**config.mk**
```make
export PLATFORM = sky130hd
export DESIGN_NAME = tablet_packet_deframe_decode_flat
export DESIGN_NICKNAME = d
export VERILOG_FILES = /design/src/hw/rtl/tpdd_pkg.sv /design/src/hw/rtl/tpdd_byte_if.sv /design/src/hw/rtl/tpdd_report_if.sv /design/src/hw/rtl/tpdd_report_decode.sv /design/src/hw/rtl/tablet_packet_deframe_decode.sv /design/src/flat_wrapper.sv
export VERILOG_INCLUDE_DIRS = /design/src /design/src/hw/rtl
export SDC_FILE = /design/constraint.sdc
export NUM_CORES = 1
export LEC_CHECK = 0
export BUFFER_PORTS_ARGS = -buffer_cell sky130_fd_sc_hd__buf_2
export CORE_ASPECT_RATIO = 0.8
export CORE_MARGIN = 8
export CORE_UTILIZATION = 35
export DETAILED_ROUTE_END_ITERATION = 10
export PLACE_DENSITY_LB_ADDON = 0.3
export SYNTH_ARGS = -nofsm -noshare
export SYNTH_HDL_FRONTEND = slang
export SYNTH_SLANG_ARGS = --single-unit
```
**constraint.sdc**
```tcl
create_clock -name clk -period 7.6 [get_ports clk]
set_input_delay 1.14 -clock clk [delete_from_list [all_inputs] [get_ports clk]]
set_output_delay 1.14 -clock clk [all_outputs]
set_load 0.01 [all_outputs]
```
**src/hw/rtl/tablet_packet_deframe_decode_defines.svh**
```systemverilog
// ----------------------------------------------------------------------------
// Tablet packet deframer: assertion macros
// Concurrent check wrappers, compiled out when NO_ASSERTIONS is defined.
// ----------------------------------------------------------------------------
`ifndef TABLET_PACKET_DEFRAME_DECODE_DEFINES_SVH
`define TABLET_PACKET_DEFRAME_DECODE_DEFINES_SVH

`ifndef NO_ASSERTIONS
`define TPDD_ASSERT(lbl, clk, rstn, prop, msg) \
  lbl: assert property (@(posedge clk) disable iff (!(rstn)) prop) else $error(msg);
`define TPDD_ASSERT_ALWAYS(lbl, clk, prop, msg) \
  lbl: assert property (@(posedge clk) prop) else $error(msg);
`else
`define TPDD_ASSERT(lbl, clk, rstn, prop, msg)
`define TPDD_ASSERT_ALWAYS(lbl, clk, prop, msg)
`endif

`endif

```
**src/hw/rtl/tpdd_pkg.sv**
```systemverilog
// ----------------------------------------------------------------------------
// Tablet packet deframer: package
// Shared constants and types for the deframer and report decoder.
// ----------------------------------------------------------------------------
package tpdd_pkg;

  localparam int PACKET_BYTES = 7;
  localparam int STORE_DEPTH  = PACKET_BYTES - 1;
  localparam int IDX_W        = $clog2(PACKET_BYTES);
  localparam int COORD_W      = 14;
  localparam int PRESS_W      = 7;

  localparam int SYNC_BIT     = 7;
  localparam int PROX_BIT     = 6;
  localparam int BTN1_BIT     = 4;
  localparam int BTN2_BIT     = 5;

  localparam logic [IDX_W-1:0]   IDX_IDLE      = '0;
  localparam logic [IDX_W-1:0]   IDX_LAST      = IDX_W'(PACKET_BYTES - 1);
  localparam logic [7:0]         PRESS_HI_LIM  = 8'h40;
  localparam logic [PRESS_W-1:0] PRESS_HI_ADD  = 7'h40;
  localparam logic [PRESS_W-1:0] THRESH_RESET  = 7'd15;

  typedef logic [7:0] pkt_byte_t;
  typedef pkt_byte_t [PACKET_BYTES-1:0] packet_t;

  typedef struct packed {
    logic [COORD_W-1:0] x_position;
    logic [COORD_W-1:0] y_position;
    logic [PRESS_W-1:0] pressure;
    logic               left_button;
    logic               right_button;
    logic               in_proximity;
    logic               framing_error;
  } report_t;

endpackage

```
**src/hw/rtl/tpdd_byte_if.sv**
```systemverilog
// ----------------------------------------------------------------------------
// Tablet packet deframer: serial byte channel
// Valid/ready channel carrying one received serial byte per word.
// ----------------------------------------------------------------------------
interface tpdd_byte_if;
  logic       valid;
  logic       ready;
  logic [7:0] rx_byte;

  modport source (output valid, output rx_byte, input ready);
  modport sink   (input valid, input rx_byte, output ready);
endinterface

```
**src/hw/rtl/tpdd_report_if.sv**
```systemverilog
// ----------------------------------------------------------------------------
// Tablet packet deframer: report channel
// Valid/ready channel carrying one decoded pen report per word.
// ----------------------------------------------------------------------------
interface tpdd_report_if;
  logic        valid;
  logic        ready;
  logic [13:0] x_position;
  logic [13:0] y_position;
  logic [6:0]  pressure;
  logic        left_button;
  logic        right_button;
  logic        in_proximity;
  logic        framing_error;

  modport source (output valid, output x_position, output y_position, output pressure,
                  output left_button, output right_button, output in_proximity,
                  output framing_error, input ready);
  modport sink   (input valid, input x_position, input y_position, input pressure,
                  input left_button, input right_button, input in_proximity,
                  input framing_error, output ready);
endinterface

```
**src/hw/rtl/tpdd_report_decode.sv**
```systemverilog
// ----------------------------------------------------------------------------
// Tablet packet deframer: report decoder
// Turns a complete seven-byte packet into coordinates, pressure and buttons.
// ----------------------------------------------------------------------------
module tpdd_report_decode (
  input  tpdd_pkg::packet_t            packet,
  input  logic [tpdd_pkg::PRESS_W-1:0] threshold,
  output tpdd_pkg::report_t            report
);
  import tpdd_pkg::*;

  logic               prox;
  logic [COORD_W:0]   x_sum;
  logic [COORD_W:0]   y_sum;
  logic [PRESS_W-1:0] press;

  always_comb begin
    prox  = packet[0][PROX_BIT];
    x_sum = {packet[1], 7'b0} + {7'b0, packet[2]};
    y_sum = {packet[4], 7'b0} + {7'b0, packet[5]};
    press = {1'b0, packet[6][5:0]};
    if (prox && (packet[6] < PRESS_HI_LIM)) begin
      press = press + PRESS_HI_ADD;
    end

    report.x_position    = x_sum[COORD_W-1:0];
    report.y_position    = y_sum[COORD_W-1:0];
    report.pressure      = press;
    report.left_button   = packet[3][BTN1_BIT] | (press > threshold);
    report.right_button  = packet[3][BTN2_BIT];
    report.in_proximity  = prox;
    report.framing_error = 1'b0;
  end

endmodule

```
**src/hw/rtl/tablet_packet_deframe_decode.sv**
```systemverilog
// ----------------------------------------------------------------------------
// Tablet packet deframer and decoder
// Collects seven-byte pen packets from a serial byte stream and emits reports.
// ----------------------------------------------------------------------------
// Usage:
//   in_chan  : one received serial byte per word; bit 7 set marks a sync byte.
//   out_chan : one report per complete packet, or a framing-error word when a
//              non-sync byte arrives with no packet open (other fields zero).
//   cfg_wr_en/cfg_wr_data : pressure threshold; write only while idle.
// An accepted byte is registered, then decoded into the output register when
// it is free; its report is visible after that load. Throughput is one byte
// per cycle without a stall, set by the single input and output register.
// A sync byte inside an open packet restarts it without a report.
// Reset closes any open packet, clears the output valid and loads threshold 15.
// When the receiver stalls, the output word holds, the input register keeps
// its byte, and in_chan.ready drops while that register is full and the
// output word is still waiting.
// ----------------------------------------------------------------------------
`include "tablet_packet_deframe_decode_defines.svh"

module tablet_packet_deframe_decode (
  input  logic                         clk,
  input  logic                         rst_n,
  tpdd_byte_if.sink                    in_chan,
  tpdd_report_if.source                out_chan,
  input  logic                         cfg_wr_en,
  input  logic [tpdd_pkg::PRESS_W-1:0] cfg_wr_data
);
  import tpdd_pkg::*;

  logic               in_vld_r;
  pkt_byte_t          in_byte_r;
  logic [IDX_W-1:0]   idx_r;
  logic [IDX_W-1:0]   idx_nxt;
  pkt_byte_t          store_r [STORE_DEPTH];
  logic [PRESS_W-1:0] thresh_r;
  logic               out_vld_r;
  report_t            out_r;

  logic               s2_free;
  logic               proc;
  logic               is_sync;
  logic               is_stray;
  logic               is_last;
  logic [IDX_W-1:0]   wr_idx;
  packet_t            packet;
  report_t            dec_report;
  report_t            out_nxt;

  assign s2_free      = !out_vld_r || out_chan.ready;
  assign proc         = in_vld_r && s2_free;
  assign in_chan.ready = !in_vld_r || s2_free;

  assign is_sync  = in_byte_r[SYNC_BIT];
  assign is_stray = !is_sync && (idx_r == IDX_IDLE);
  assign is_last  = !is_sync && (idx_r == IDX_LAST);
  assign wr_idx   = is_sync ? IDX_IDLE : idx_r;

  always_comb begin
    for (int k = 0; k < STORE_DEPTH; k++) begin
      packet[k] = store_r[k];
    end
    packet[PACKET_BYTES-1] = in_byte_r;
  end

  tpdd_report_decode u_decode (
    .packet    (packet),
    .threshold (thresh_r),
    .report    (dec_report)
  );

  always_comb begin
    priority if (is_sync) begin
      idx_nxt = IDX_W'(1);
    end else if (is_stray || is_last) begin
      idx_nxt = IDX_IDLE;
    end else begin
      idx_nxt = idx_r + IDX_W'(1);
    end

    if (is_stray) begin
      out_nxt               = '0;
      out_nxt.framing_error = 1'b1;
    end else begin
      out_nxt = dec_report;
    end
  end

  always_ff @(posedge clk) begin
    if (!rst_n) begin
      in_vld_r  <= 1'b0;
      idx_r     <= IDX_IDLE;
      out_vld_r <= 1'b0;
      thresh_r  <= THRESH_RESET;
    end else begin
      if (in_chan.valid && in_chan.ready) begin
        in_vld_r <= 1'b1;
      end else if (proc) begin
        in_vld_r <= 1'b0;
      end

      if (proc) begin
        idx_r <= idx_nxt;
      end

      if (proc && (is_stray || is_last)) begin
        out_vld_r <= 1'b1;
      end else if (out_chan.ready) begin
        out_vld_r <= 1'b0;
      end

      if (cfg_wr_en) begin
        thresh_r <= cfg_wr_data;
      end
    end
  end

  always_ff @(posedge clk) begin
    if (in_chan.valid && in_chan.ready) begin
      in_byte_r <= in_chan.rx_byte;
    end
    if (proc && !is_stray) begin
      for (int k = 0; k < STORE_DEPTH; k++) begin
        if (wr_idx == IDX_W'(k)) begin
          store_r[k] <= in_byte_r;
        end
      end
    end
    if (proc && (is_stray || is_last)) begin
      out_r <= out_nxt;
    end
  end

  assign out_chan.valid         = out_vld_r;
  assign out_chan.x_position    = out_r.x_position;
  assign out_chan.y_position    = out_r.y_position;
  assign out_chan.pressure      = out_r.pressure;
  assign out_chan.left_button   = out_r.left_button;
  assign out_chan.right_button  = out_r.right_button;
  assign out_chan.in_proximity  = out_r.in_proximity;
  assign out_chan.framing_error = out_r.framing_error;

  `TPDD_ASSERT(a_idx_range, clk, rst_n, idx_r <= IDX_LAST, "byte index past last packet byte")
  `TPDD_ASSERT(a_sync_opens, clk, rst_n, proc && is_sync |=> idx_r == IDX_W'(1), "sync byte did not open a packet")
  `TPDD_ASSERT(a_err_clean, clk, rst_n, out_vld_r && out_r.framing_error |-> out_r.x_position == '0 && out_r.y_position == '0 && out_r.pressure == '0 && !out_r.left_button && !out_r.right_button && !out_r.in_proximity, "framing error word carries data")
  `TPDD_ASSERT(a_result_loaded, clk, rst_n, proc && (is_stray || is_last) |=> out_vld_r, "result word lost")

endmodule
```
**src/flat_wrapper.sv**
```systemverilog
// flat-port wrapper written by rule: the top's interface ports become plain ports
module tablet_packet_deframe_decode_flat import tpdd_pkg::*;
  (clk, rst_n, cfg_wr_en, cfg_wr_data, in_chan_valid, in_chan_rx_byte, in_chan_ready, out_chan_valid, out_chan_x_position, out_chan_y_position, out_chan_pressure, out_chan_left_button, out_chan_right_button, out_chan_in_proximity, out_chan_framing_error, out_chan_ready);
  tpdd_byte_if in_chan_i ();
  tpdd_report_if out_chan_i ();
  input  logic clk;
  input  logic rst_n;
  input  logic cfg_wr_en;
  input  logic [tpdd_pkg::PRESS_W-1:0] cfg_wr_data;
  input wire logic [$bits(in_chan_i.valid)-1:0] in_chan_valid;
  input wire logic [$bits(in_chan_i.rx_byte)-1:0] in_chan_rx_byte;
  output wire logic [$bits(in_chan_i.ready)-1:0] in_chan_ready;
  output wire logic [$bits(out_chan_i.valid)-1:0] out_chan_valid;
  output wire logic [$bits(out_chan_i.x_position)-1:0] out_chan_x_position;
  output wire logic [$bits(out_chan_i.y_position)-1:0] out_chan_y_position;
  output wire logic [$bits(out_chan_i.pressure)-1:0] out_chan_pressure;
  output wire logic [$bits(out_chan_i.left_button)-1:0] out_chan_left_button;
  output wire logic [$bits(out_chan_i.right_button)-1:0] out_chan_right_button;
  output wire logic [$bits(out_chan_i.in_proximity)-1:0] out_chan_in_proximity;
  output wire logic [$bits(out_chan_i.framing_error)-1:0] out_chan_framing_error;
  input wire logic [$bits(out_chan_i.ready)-1:0] out_chan_ready;
  assign in_chan_i.valid = in_chan_valid;
  assign in_chan_i.rx_byte = in_chan_rx_byte;
  assign in_chan_ready = in_chan_i.ready;
  assign out_chan_valid = out_chan_i.valid;
  assign out_chan_x_position = out_chan_i.x_position;
  assign out_chan_y_position = out_chan_i.y_position;
  assign out_chan_pressure = out_chan_i.pressure;
  assign out_chan_left_button = out_chan_i.left_button;
  assign out_chan_right_button = out_chan_i.right_button;
  assign out_chan_in_proximity = out_chan_i.in_proximity;
  assign out_chan_framing_error = out_chan_i.framing_error;
  assign out_chan_i.ready = out_chan_ready;
  tablet_packet_deframe_decode u_core (.clk(clk), .rst_n(rst_n), .in_chan(in_chan_i), .out_chan(out_chan_i), .cfg_wr_en(cfg_wr_en), .cfg_wr_data(cfg_wr_data));
endmodule
```
==> impl_metrics.toml <==
[synthesis]
async_flop_share_pct = 0
yosys.area.top_type = "edfxtp_1"
synth_cell_type_count = 37
yosysMostFrequentCell = "edfxtp_1"
synth_cells = 243
synth_area_mm2 = 0.00362
synth_warnings = 0
synth_top_cells_by_count = "80 x edfxtp_1, 32 x nor2b_1, 14 x ha_1"
ys.flop_type = "edfxtp_1"
ys_top_cells_by_area = "edfxtp_1 66%, dfxtp_1 6.6%, nor2b_1 5.5%, ha_1 4.8%, mux2i_1 1.4%"
synth-edff-count = 80
ys_seq_area_share_pct = 73.1
synth_seq_cells = 92
syn_nets = 277
avgSynthCellArea_um2 = 14.9
yosysTopAreaCellShare_pct = 66.4

[drt]
ant_nets = 0
drt_first_pass_iters = 4
drtIter0Drc = 109
wl_per_cell_um = 14.5
drcViolationCount = 0
routed_wl_mm = 6.60
vias = 2048
via_per_inst = 4.51

[final_layout]
final_layout_size_suffix_gt1_share_pct = 25.8
seq_area_mm2 = 0.00264
nets = 343
final.fill_count = 957
multi_input_area_um2 = 910
num_antenna_cells = 0
area_growth_pct = 21.8

[sta]
fin_setup_tns_ns = 0
finalClockSkew_ns = 0.00939
worst_pin_slew_ns = 1.29
max_freq_mhz = 317
hold_viol_final = 0
finalCritPeriodShare_pct = 41.5
setup_violations = 0
fin_crit_ns = 3.16
slew_violations = 0
slew_headroom_pct = 13.4
rsz0062_at_grt = "no"

[placed_design]
port-buffer-count = 60
gp_routability_congestion = 0.823
dp_hpwl_mm = 4.72

[clocking]
cts_htree_levels = 3
cts_buffer_depth = 2
cts_tree = "done"
clkSinkCount = 92
cts_buffers = 9
ctsResizeCount = 0
holdBufCountCts = 0
post-cts-setup-buffers = 0
clkTransAtPathRegs_ns = 0.07
clock-root-buffer = "clkbuf_16"
clk_latency_ns = 0.34

[critical_path]
cp.arrival_ns = 2.02
start_kind = "primary input"
rrSetupSlack_ns = 5.18
crit_type = "in -> out"
startpoint = "out_chan_ready"
r2r-start = "u_core.in_byte_r[7]"
critPathMaxFanout = 10
endpoint_kind = "primary output"
cp.required_ns = 6.46

[die]
core_area_mm2 = 0.0102
die_area_mm2 = 0.0139
die_h_um = 107
io_pins = 61
initial_core_util_pct = 35.6
num_rows = 33
die_x_um = 130

[power]
power_density_mw_per_mm2 = 246
fin_total_pwr_mw = 1.08
max-vdd-ir-drop_v = 0.000136
p_leak_nw = 1.61

[global_routing]
grt_max_degree = 40
antenna_found_initial = 0
grt_pass1_wl_mm = 10.3
first_global_vias = 2071
grtUsageTotal_pct = 10.0
grt_remaining_overflow = 0

[min_path]
hp-start = "u_core.thresh_r[2]"
hold_class = "reg -> reg"

[flow_run]
maxCapViolations = 0

[outcome]
status = "finished clean"
[cells by family (layout without fill, tap and decap cells)]
kind of cell	after synthesis	in the layout	synth area share (%)
flops	92	92	73.1
buf+inv	19	90	2.08
simple gates	81	81	12.6
xor+xnor	6	6	1.45
compound gates	26	26	4.57
mux	5	5	1.38
fa+ha+maj	14	14	4.84
[final cells by class]
class	count	area share (%)
clock inverters	7	1.99
flip-flops and latches	92	60.0
repair buffers	63	7.33
inverters	11	0.938
clock buffers	9	5.11
multi-input cells	132	20.7
well taps	140	3.98
[critical path, cell delays in order]
cell,delay (ns)
buf_2,0.10
nor2b_1,0.48
nand2_1,0.13
buf_2,0.17
[stage by stage]
| step | area, um2 | cells | utilization (%) | hold slack [ns] | setup WS, ns |
|---|---|---|---|---|---|
| floorplan | 3620 | 243 | - | 0.439 | 1.87 |
| global placement | 4090 | 438 | 40.3 | 0.478 | 4.45 |
| detailed placement | 4090 | 438 | 40.3 | 0.484 | 4.43 |
| CTS | 4400 | 454 | 43.4 | 0.494 | 4.42 |
| global route | 4400 | 454 | 43.4 | 0.511 | 4.28 |
| finish | 4400 | 454 | 43.4 | 0.489 | 4.44 |
[registers in the layout, summed over array words and instances, names as in the netlist]
| register | count |
|---|---|
| u_core.store_r | 33 |
| u_core.out_chan.x_position | 14 |
| u_core.out_chan.y_position | 14 |
| u_core.in_byte_r | 8 |
| u_core.out_chan.pressure | 7 |
| u_core.thresh_r | 7 |
| u_core.idx_r | 3 |
| u_core.in_vld_r | 1 |
| u_core.out_chan.framing_error | 1 |
| u_core.out_chan.in_proximity | 1 |
| u_core.out_chan.left_button | 1 |
| u_core.out_chan.right_button | 1 |
| u_core.out_chan.valid | 1 |
[metal layers]
metal | vias to the layer above | track usage, % | share of wire [%]
met5 | - | 0 | 0
met4 | 0 | 4.22 | 1.3
met3 | 10 | 4.07 | 6.6
met2 | 53 | 15.8 | 47
met1 | 960 | 11.9 | 45
li1 | 1025 | - | -
[layout by cell type, fill, tap and decap left out, types with 3 or more instances in the layout]
| cell | instances |
|---|---|
| nor2b_1 | 32 |
| nand3_1 | 5 |
| dfxtp_1 | 12 |
| inv_1 | 11 |
| edfxtp_1 | 80 |
| buf_4 | 3 |
| o211ai_1 | 3 |
| nor2_1 | 9 |
| clkbuf_16 | 9 |
| ha_1 | 14 |
| inv_6 | 3 |
| nand2_1 | 11 |
| xor2_1 | 4 |
| a21oi_1 | 7 |
| buf_2 | 60 |
| or3_1 | 5 |
| nor3_1 | 5 |
| o21ai_0 | 5 |
| mux2i_1 | 5 |
[where the power goes]
group	internal [mW]	switching [mW]	total, mW
Clock	0.263	0.197	0.460
Combinational	0.0205	0.0302	0.0507
Sequential	0.563	0.00948	0.572
Total	0.847	0.236	1.08
[final timing paths]
path                                              to  depth (start not counted)
worst min-delay path              u_core.thresh_r[2]                          2
worst max register to register  u_core.store_r[4][2]                          2
worst min register to register    u_core.thresh_r[2]                          2
worst max-delay path                   in_chan_ready                          4
Power figures use the tool's default switching activity.
